--- src/design/emf_pkg.sv ---
// ----------------------------------------------------------------------------
// emf_pkg - shared types and helpers for the moveable feasts core
// Beat payloads, inter-stage records, calendar tables and date helpers.
// ----------------------------------------------------------------------------
`default_nettype none

package emf_pkg;

    localparam int NUM_STAGES  = 9;
    localparam int FRONT_DEPTH = 3;
    localparam int COMP_DEPTH  = 4;
    localparam int DATE_DEPTH  = 2;

    localparam logic [3:0] MONTH_FEB = 4'd2;
    localparam logic [2:0] MONTH_MAR = 3'd3;
    localparam logic [2:0] MONTH_APR = 3'd4;

    // last day of year of January .. June in a common year
    localparam logic [7:0] MONTH_END [6] = '{8'd31, 8'd59, 8'd90, 8'd120, 8'd151, 8'd181};

    typedef struct packed {
        logic [13:0] year;
        logic [3:0]  query_month;
    } req_t;

    typedef struct packed {
        logic [4:0] month_length;
        logic [4:0] easter_dom;
        logic [2:0] easter_mon;
        logic [4:0] carnival_dom;
        logic [1:0] carnival_mon;
        logic [4:0] good_friday_dom;
        logic [2:0] good_friday_mon;
        logic [4:0] ascension_dom;
        logic [2:0] ascension_mon;
        logic [4:0] whitsun_dom;
        logic [2:0] whitsun_mon;
    } rsp_t;

    typedef struct packed {
        logic [4:0] a;
        logic [7:0] b;
        logic [6:0] c;
        logic [5:0] g;
        logic       leap;
        logic [4:0] month_length;
    } front_t;

    typedef struct packed {
        logic [4:0] dom;
        logic [2:0] mon;
        logic       leap;
        logic [4:0] month_length;
    } comp_t;

    typedef struct packed {
        logic [4:0] dom;
        logic [2:0] mon;
    } date_t;

    function automatic logic [4:0] month_len(input logic leap, input logic [3:0] m);
        logic [4:0] len;
        unique case (m) inside
            4'd1, 4'd3, 4'd5, 4'd7, 4'd8, 4'd10, 4'd12: len = 5'd31;
            4'd4, 4'd6, 4'd9, 4'd11:                    len = 5'd30;
            MONTH_FEB:                                   len = leap ? 5'd29 : 5'd28;
            default:                                     len = 5'd0;
        endcase
        return len;
    endfunction

    function automatic date_t date_of(input logic [7:0] doy, input logic leap);
        date_t      dt;
        logic [7:0] start;
        logic [7:0] lim;
        start  = 8'd0;
        dt.mon = 3'd1;
        for (int j = 0; j < 6; j++)
        begin
            lim = MONTH_END[j] + ((j > 0) ? {7'd0, leap} : 8'd0);
            if (doy > lim)
            begin
                start  = lim;
                dt.mon = 3'(j + 2);
            end
        end
        dt.dom = 5'(doy - start);
        return dt;
    endfunction

endpackage

`default_nettype wire

--- src/design/easter_and_moveable_feasts_core.sv ---
// ----------------------------------------------------------------------------
// easter_and_moveable_feasts_core - Easter and moveable feasts of a year
// Gregorian computus, feast dates and month length in a nine-stage pipeline.
// ----------------------------------------------------------------------------
//   channel | signals                          | beat
//   req     | req_valid, req_ready, req_data   | year, query_month
//   rsp     | rsp_valid, rsp_ready, rsp_data   | month length and five dates
//
// One beat in per cycle while req_ready is high.
// Nine register stages, each holding a valid bit; reset clears only those.
// A stalled rsp holds its beat; earlier stages keep loading into empty
// slots, so bubbles close up and req_ready stays high while any stage is free.
// ----------------------------------------------------------------------------
`default_nettype none

module easter_and_moveable_feasts_core (
    input  logic          clk,
    input  logic          rst_n,
    input  logic          req_valid,
    output logic          req_ready,
    input  emf_pkg::req_t req_data,
    output logic          rsp_valid,
    input  logic          rsp_ready,
    output emf_pkg::rsp_t rsp_data
);
    import emf_pkg::*;

    logic [NUM_STAGES-1:0] stage_en;
    front_t                front;
    comp_t                 easter;

    emf_ctrl u_ctrl (
        .clk       (clk),
        .rst_n     (rst_n),
        .req_valid (req_valid),
        .req_ready (req_ready),
        .stage_en  (stage_en),
        .rsp_valid (rsp_valid),
        .rsp_ready (rsp_ready)
    );

    emf_front u_front (
        .clk      (clk),
        .en       (stage_en[FRONT_DEPTH-1:0]),
        .req_data (req_data),
        .front    (front)
    );

    emf_computus u_computus (
        .clk    (clk),
        .en     (stage_en[FRONT_DEPTH+COMP_DEPTH-1:FRONT_DEPTH]),
        .front  (front),
        .easter (easter)
    );

    emf_dates u_dates (
        .clk      (clk),
        .en       (stage_en[NUM_STAGES-1:FRONT_DEPTH+COMP_DEPTH]),
        .easter   (easter),
        .rsp_data (rsp_data)
    );

endmodule

`default_nettype wire

--- src/design/emf_ctrl.sv ---
// ----------------------------------------------------------------------------
// emf_ctrl - pipeline valid tracking and stage enables
// Valid bit per stage; a stage loads when it is empty or its beat moves on.
// ----------------------------------------------------------------------------
`default_nettype none

module emf_ctrl (
    input  logic                           clk,
    input  logic                           rst_n,
    input  logic                           req_valid,
    output logic                           req_ready,
    output logic [emf_pkg::NUM_STAGES-1:0] stage_en,
    output logic                           rsp_valid,
    input  logic                           rsp_ready
);
    import emf_pkg::*;

    logic [NUM_STAGES-1:0] valid_reg;
    logic [NUM_STAGES-1:0] valid_next;
    logic [NUM_STAGES:0]   rdy;

    always_comb
    begin
        rdy[NUM_STAGES] = rsp_ready;
        for (int k = NUM_STAGES - 1; k >= 0; k--)
        begin
            rdy[k] = !valid_reg[k] || rdy[k+1];
        end
    end

    always_comb
    begin
        valid_next    = valid_reg;
        valid_next[0] = rdy[0] ? req_valid : valid_reg[0];
        for (int k = 1; k < NUM_STAGES; k++)
        begin
            if (rdy[k])
            begin
                valid_next[k] = valid_reg[k-1];
            end
        end
    end

    always_ff @(posedge clk or negedge rst_n)
    begin
        if (!rst_n)
        begin
            valid_reg <= '0;
        end
        else
        begin
            valid_reg <= valid_next;
        end
    end

    assign stage_en  = rdy[NUM_STAGES-1:0];
    assign req_ready = rdy[0];
    assign rsp_valid = valid_reg[NUM_STAGES-1];

endmodule

`default_nettype wire

--- src/design/emf_front.sv ---
// ----------------------------------------------------------------------------
// emf_front - year split, leap flag, month length and century terms
// Three stages: reciprocal products, remainders, century correction g.
// ----------------------------------------------------------------------------
`default_nettype none

module emf_front (
    input  logic                            clk,
    input  logic [emf_pkg::FRONT_DEPTH-1:0] en,
    input  emf_pkg::req_t                   req_data,
    output emf_pkg::front_t                 front
);
    import emf_pkg::*;

    logic [13:0] y1_reg;
    logic [3:0]  qm1_reg;
    logic [7:0]  q100_reg;
    logic [9:0]  q19_reg;
    logic [26:0] p100;
    logic [29:0] p19;

    logic [4:0]  a2_reg;
    logic [7:0]  b2_reg;
    logic [6:0]  c2_reg;
    logic [2:0]  f2_reg;
    logic        leap2_reg;
    logic [4:0]  ml2_reg;
    logic [13:0] c_w;
    logic [13:0] a_w;
    logic [13:0] f_p;
    logic        leap_w;

    logic [7:0]  x_w;
    logic [14:0] g_p;
    front_t      front_reg;
    front_t      front_next;

    // quotients by 100 and 19 through reciprocal products
    assign p100 = 27'(req_data.year) * 27'd5243;
    assign p19  = 30'(req_data.year) * 30'd55189;

    always_ff @(posedge clk)
    begin
        if (en[0])
        begin
            y1_reg   <= req_data.year;
            qm1_reg  <= req_data.query_month;
            q100_reg <= p100[26:19];
            q19_reg  <= p19[29:20];
        end
    end

    assign c_w    = y1_reg - 14'(q100_reg) * 14'd100;
    assign a_w    = y1_reg - 14'(q19_reg) * 14'd19;
    assign f_p    = 14'(8'(q100_reg + 8'd8)) * 14'd41;
    assign leap_w = (y1_reg[1:0] == 2'd0) && ((c_w[6:0] != 7'd0) || (q100_reg[1:0] == 2'd0));

    always_ff @(posedge clk)
    begin
        if (en[1])
        begin
            a2_reg    <= a_w[4:0];
            b2_reg    <= q100_reg;
            c2_reg    <= c_w[6:0];
            f2_reg    <= f_p[12:10];
            leap2_reg <= leap_w;
            ml2_reg   <= month_len(leap_w, qm1_reg);
        end
    end

    assign x_w = b2_reg - 8'(f2_reg) + 8'd1;
    assign g_p = 15'(x_w) * 15'd171;

    always_comb
    begin
        front_next.a            = a2_reg;
        front_next.b            = b2_reg;
        front_next.c            = c2_reg;
        front_next.g            = g_p[14:9];
        front_next.leap         = leap2_reg;
        front_next.month_length = ml2_reg;
    end

    always_ff @(posedge clk)
    begin
        if (en[2])
        begin
            front_reg <= front_next;
        end
    end

    assign front = front_reg;

endmodule

`default_nettype wire

--- src/design/emf_computus.sv ---
// ----------------------------------------------------------------------------
// emf_computus - epact, weekday offset and Easter Sunday
// Four stages: h product, h and l sum, l product, correction and date.
// ----------------------------------------------------------------------------
`default_nettype none

module emf_computus (
    input  logic                           clk,
    input  logic [emf_pkg::COMP_DEPTH-1:0] en,
    input  emf_pkg::front_t                front,
    output emf_pkg::comp_t                 easter
);
    import emf_pkg::*;

    logic [9:0]  hp_w;
    logic [20:0] hq_p;
    logic [9:0]  hp4_reg;
    logic [4:0]  hq4_reg;
    logic [1:0]  e4_reg;
    logic [4:0]  i4_reg;
    logic [1:0]  k4_reg;
    logic [4:0]  a4_reg;
    logic        leap4_reg;
    logic [4:0]  ml4_reg;

    logic [9:0]  h_w;
    logic [6:0]  lp_w;
    logic [4:0]  h5_reg;
    logic [6:0]  lp5_reg;
    logic [4:0]  a5_reg;
    logic        leap5_reg;
    logic [4:0]  ml5_reg;

    logic [15:0] lq_p;
    logic [4:0]  h6_reg;
    logic [6:0]  lp6_reg;
    logic [3:0]  lq6_reg;
    logic [4:0]  a6_reg;
    logic        leap6_reg;
    logic [4:0]  ml6_reg;

    logic [6:0]  l_w;
    logic [8:0]  s_w;
    logic [7:0]  base_w;
    logic        apr_w;
    logic [7:0]  dom_w;
    comp_t       easter_reg;
    comp_t       easter_next;

    assign hp_w = 10'(front.a) * 10'd19 + 10'(front.b) - 10'(front.b[7:2])
                - 10'(front.g) + 10'd15;
    assign hq_p = 21'(hp_w) * 21'd1093;

    always_ff @(posedge clk)
    begin
        if (en[0])
        begin
            hp4_reg   <= hp_w;
            hq4_reg   <= hq_p[19:15];
            e4_reg    <= front.b[1:0];
            i4_reg    <= front.c[6:2];
            k4_reg    <= front.c[1:0];
            a4_reg    <= front.a;
            leap4_reg <= front.leap;
            ml4_reg   <= front.month_length;
        end
    end

    assign h_w  = hp4_reg - 10'(hq4_reg) * 10'd30;
    assign lp_w = 7'd32 + {4'd0, e4_reg, 1'b0} + {1'b0, i4_reg, 1'b0}
                - 7'(h_w[4:0]) - 7'(k4_reg);

    always_ff @(posedge clk)
    begin
        if (en[1])
        begin
            h5_reg    <= h_w[4:0];
            lp5_reg   <= lp_w;
            a5_reg    <= a4_reg;
            leap5_reg <= leap4_reg;
            ml5_reg   <= ml4_reg;
        end
    end

    assign lq_p = 16'(lp5_reg) * 16'd293;

    always_ff @(posedge clk)
    begin
        if (en[2])
        begin
            h6_reg    <= h5_reg;
            lp6_reg   <= lp5_reg;
            lq6_reg   <= lq_p[14:11];
            a6_reg    <= a5_reg;
            leap6_reg <= leap5_reg;
            ml6_reg   <= ml5_reg;
        end
    end

    assign l_w    = lp6_reg - 7'(lq6_reg) * 7'd7;
    assign s_w    = 9'(a6_reg) + 9'(h6_reg) * 9'd11 + 9'(l_w[2:0]) * 9'd22;
    assign base_w = 8'(h6_reg) + 8'(l_w[2:0]) + 8'd114 - ((s_w >= 9'd451) ? 8'd7 : 8'd0);
    assign apr_w  = base_w >= 8'd124;
    assign dom_w  = base_w - (apr_w ? 8'd123 : 8'd92);

    always_comb
    begin
        easter_next.dom          = dom_w[4:0];
        easter_next.mon          = apr_w ? MONTH_APR : MONTH_MAR;
        easter_next.leap         = leap6_reg;
        easter_next.month_length = ml6_reg;
    end

    always_ff @(posedge clk)
    begin
        if (en[3])
        begin
            easter_reg <= easter_next;
        end
    end

    assign easter = easter_reg;

endmodule

`default_nettype wire

--- src/design/emf_dates.sv ---
// ----------------------------------------------------------------------------
// emf_dates - feast day numbers and calendar dates
// Two stages: day of year of each feast, then day and month of each.
// ----------------------------------------------------------------------------
`default_nettype none

module emf_dates (
    input  logic                           clk,
    input  logic [emf_pkg::DATE_DEPTH-1:0] en,
    input  emf_pkg::comp_t                 easter,
    output emf_pkg::rsp_t                  rsp_data
);
    import emf_pkg::*;

    logic [6:0] doy_w;
    logic [7:0] carn8_reg;
    logic [7:0] gf8_reg;
    logic [7:0] asc8_reg;
    logic [7:0] whit8_reg;
    comp_t      easter8_reg;

    date_t      carn_d;
    date_t      gf_d;
    date_t      asc_d;
    date_t      whit_d;
    rsp_t       rsp_reg;
    rsp_t       rsp_next;

    assign doy_w = 7'(easter.dom) + ((easter.mon == MONTH_APR) ? 7'd90 : 7'd59)
                 + 7'(easter.leap);

    always_ff @(posedge clk)
    begin
        if (en[0])
        begin
            carn8_reg   <= 8'(doy_w) - 8'd49;
            gf8_reg     <= 8'(doy_w) - 8'd2;
            asc8_reg    <= 8'(doy_w) + 8'd39;
            whit8_reg   <= 8'(doy_w) + 8'd49;
            easter8_reg <= easter;
        end
    end

    assign carn_d = date_of(carn8_reg, easter8_reg.leap);
    assign gf_d   = date_of(gf8_reg, easter8_reg.leap);
    assign asc_d  = date_of(asc8_reg, easter8_reg.leap);
    assign whit_d = date_of(whit8_reg, easter8_reg.leap);

    always_comb
    begin
        rsp_next.month_length    = easter8_reg.month_length;
        rsp_next.easter_dom      = easter8_reg.dom;
        rsp_next.easter_mon      = easter8_reg.mon;
        rsp_next.carnival_dom    = carn_d.dom;
        rsp_next.carnival_mon    = carn_d.mon[1:0];
        rsp_next.good_friday_dom = gf_d.dom;
        rsp_next.good_friday_mon = gf_d.mon;
        rsp_next.ascension_dom   = asc_d.dom;
        rsp_next.ascension_mon   = asc_d.mon;
        rsp_next.whitsun_dom     = whit_d.dom;
        rsp_next.whitsun_mon     = whit_d.mon;
    end

    always_ff @(posedge clk)
    begin
        if (en[1])
        begin
            rsp_reg <= rsp_next;
        end
    end

    assign rsp_data = rsp_reg;

endmodule

`default_nettype wire

--- config.mk ---
export PLATFORM = sky130hd
export DESIGN_NAME = easter_and_moveable_feasts_core
export DESIGN_NICKNAME = d
export VERILOG_FILES = /design/src/design/emf_pkg.sv /design/src/design/easter_and_moveable_feasts_core.sv /design/src/design/emf_ctrl.sv /design/src/design/emf_front.sv /design/src/design/emf_computus.sv /design/src/design/emf_dates.sv
export SDC_FILE = /design/constraint.sdc
export NUM_CORES = 1
export LEC_CHECK = 0
export BUFFER_PORTS_ARGS = -buffer_cell sky130_fd_sc_hd__buf_2
export CORE_MARGIN = 1
export CORE_UTILIZATION = 32
export CTS_CLUSTER_SIZE = 40
export DETAILED_ROUTE_END_ITERATION = 10
export GPL_TIMING_DRIVEN = 0
export SYNTH_ARGS = -nofsm -noshare
export SYNTH_HDL_FRONTEND = slang
export SYNTH_HIERARCHICAL = 1
export SYNTH_SLANG_ARGS = --single-unit
--- constraint.sdc ---
create_clock -name clk -period 13.1 [get_ports clk]
set_input_delay 1.31 -clock clk [delete_from_list [all_inputs] [get_ports clk]]
set_output_delay 1.31 -clock clk [all_outputs]
set_load 0.03 [all_outputs]
==> impl_metrics.toml <==
[cells_and_area]
nFillCells = 7272
final_common_cell = "inv_1"
multi_input_area_um2 = 14290
syn_to_final_growth_pct = 10.55
regArea_um2 = 7853
final_cells = 3139
drive_gt1_frac = 0.07146
largest_register_ffs = 44
fin_nets = 2840
layout_common_cells = "485 x inv_1, 458 x ha_1, 254 x edfxtp_1"

[setup_path]
critical_path_class = "register to register"
critPathMaxFanout = 8
required_ns = 13.41
crit_top_cell = "fa_1"
end_kind = "register"
arrival_ns = 10.08
crit_slowest_cell = "fa_1"
slowest_delay_ns = 0.55
start_kind = "register"
worstRegToRegCells = 32

[grt]
grt_max_degree = 38
grt_use_total = 0.1199
grt_pass1_wl_mm = 75.43
grt_overflow = 0
grt_pass1_vias = 15280
antenna_found_initial = 1

[drt]
detail-route-antenna-nets = 0
via_per_inst = 4.600
post-route-drc-count = 0
wire_per_inst_um = 14.22
first_pass_iters = 5
wl_mm = 44.63
vias = 14440
drtIter0Drc = 617

[synthesis]
seq_area_frac_synth = 0.3262
synthXorXnorAreaFrac = 0.05286
synth_fa_ha_area_frac = 0.4143
syn_area_um2 = 24070
synth_top_family_by_area = "adder cells"
yosys_warnings = 6
synth_top_area_frac = 0.3168
synth_compound_area_frac = 0.07723
async_flop_share = 0.03422
synth_edf_count = 254
muxShareOfSynthArea = 0.001819
syn_inst = 2046
syn_nets = 2738
ys_ff_latch = 263
synth_area_leaders = "edfxtp_1 32%, ha_1 24%, fa_1 18%"
syn-mean-instance-area_um2 = 11.77
ys_types = 98
synthFlopType = "edfxtp_1"
yosysTopAreaCell = "edfxtp_1"
synth-simple-area-share = 0.04678

[die]
die_area_um2 = 76330
ios = 68
die_h_um = 276.3
rows = 100
start_util = 0.3234
core_area_um2 = 74450
die_x_um = 276.3

[timing]
setup_violations = 0
whs_ns = 0.3981
hold_viol = 0
fin_ws_ns = 3.330
fin_skew_ns = 0.02893
post-route-period-util = 0.7458
max_slew_margin = 0.2602
slew_viol_final = 0
rsz0062_at_grt = "false"
tightest_slew_ns = 1.110
tns_ns = 0
fmax_ghz = 0.1024
fin_crit_ns = 9.770

[clock_network]
postCtsHoldBufs = 0
clockBufferDepth = 3
clk-insertion-delay-late_ns = 0.56
cts_tree = "done"
cts.sinks = 263
cts.repair.resized = 0
cts_buffers = 29
cts_max_level = 1
cts_root_buf = "clkbuf_16"
clk_pin_slew_worst_paths_ns = 0.06
post_cts_buffers = 0

[job]
cap_violations = 0

[min_path]
holdCritPathClass = "register to register"
hold_depth = 0

[place]
hpwl_mm = 37.40
dp_slack_ns = 3.311
io_buffers = 67
place_inst = 3086
gp_congestion = 0.8460

[status]
run_status = "finished, final reports clean"
critical path: cells and delay by family (launching register included):
kind	cells	cell delay, ns
simple gates	2	0.22
buf+inv	3	0.15
flops	1	0.44
xor+xnor	4	0.84
fa+ha+maj	15	5.93
compound gates	7	1.65
mux	1	0.28
final timing paths:
| kind | startpoint | endpoint | slack [ns] |
|---|---|---|---|
| setup / recovery | u_computus/lq6_reg[0] | u_computus/easter[13] | 3.33 |
| hold / removal | u_computus/h5_reg[2] | u_computus/h6_reg[2] | 0.40 |
| setup reg to reg | u_computus/lq6_reg[0] | u_computus/easter[13] | 3.33 |
| hold reg to reg | u_computus/h5_reg[2] | u_computus/h6_reg[2] | 0.40 |
| max in group asynchronous | rst_n | u_ctrl/valid_reg[5] | 12.31 |
| min in group asynchronous | rst_n | u_ctrl/valid_reg[7] | 0.60 |
cells in the mapped netlist (5+ instances only):
library cell  number
o211ai_1           9
nor2_1            35
clkbuf_1          10
nor2b_1           11
dfrtp_1            9
o21a_1             7
ha_1             458
a31oi_1           11
a211o_1            5
nor3_1            22
nand2b_1          11
o21ai_0           32
xor2_1            31
a211oi_1          12
o31a_1             6
edfxtp_1         254
o21bai_1           8
nand3_1           27
inv_1            485
or2_1              5
o21ai_1            5
nand2_1           37
or3_1              8
fa_1             212
xnor2_1          108
a21oi_1           62
nand3b_1           7
a21o_1            38
nand4_1            6
final cells by class:
class                      instances  area share
multi-input combinational       1277      0.5370
sequential                       263      0.2951
inverter                         486     0.06855
tap                              969     0.04556
clock buffer                      34     0.02797
timing repair buffer              71     0.01504
clock inverter                    18    0.006394
buffer                            20    0.004372
antenna                            1  0.00009403
metal layers:
| layer | up-vias | track usage | wire length, um |
|---|---|---|---|
| met2 | 193 | 0.2229 | 23070 |
| met5 | - | 0 | 0 |
| met4 | 0 | 0.02851 | 989 |
| li1 | 7114 | - | - |
| met3 | 57 | 0.01437 | 1089 |
| met1 | 7076 | 0.1463 | 19480 |
metrics by stage:
stage            util  area [um2]
2_1_floorplan       -       24070
3_3_place_gp   0.3442       25620
3_5_place_dp   0.3451       25690
4_1_cts        0.3573       26600
5_1_grt        0.3575       26610
6_report       0.3575       26610
cells by family after synthesis:
group,after synthesis
adders and majority gates,670
AOI/OAI and AO/OA,258
buffers and inverters,506
xor gates and xnor gates,142
DFF,263
other,1
and+or+nand+nor,202
muxes,4
Power is left out: the tool's default activity adds up to more than one toggle a clock period on the data nets, which glitch-free logic cannot reach.
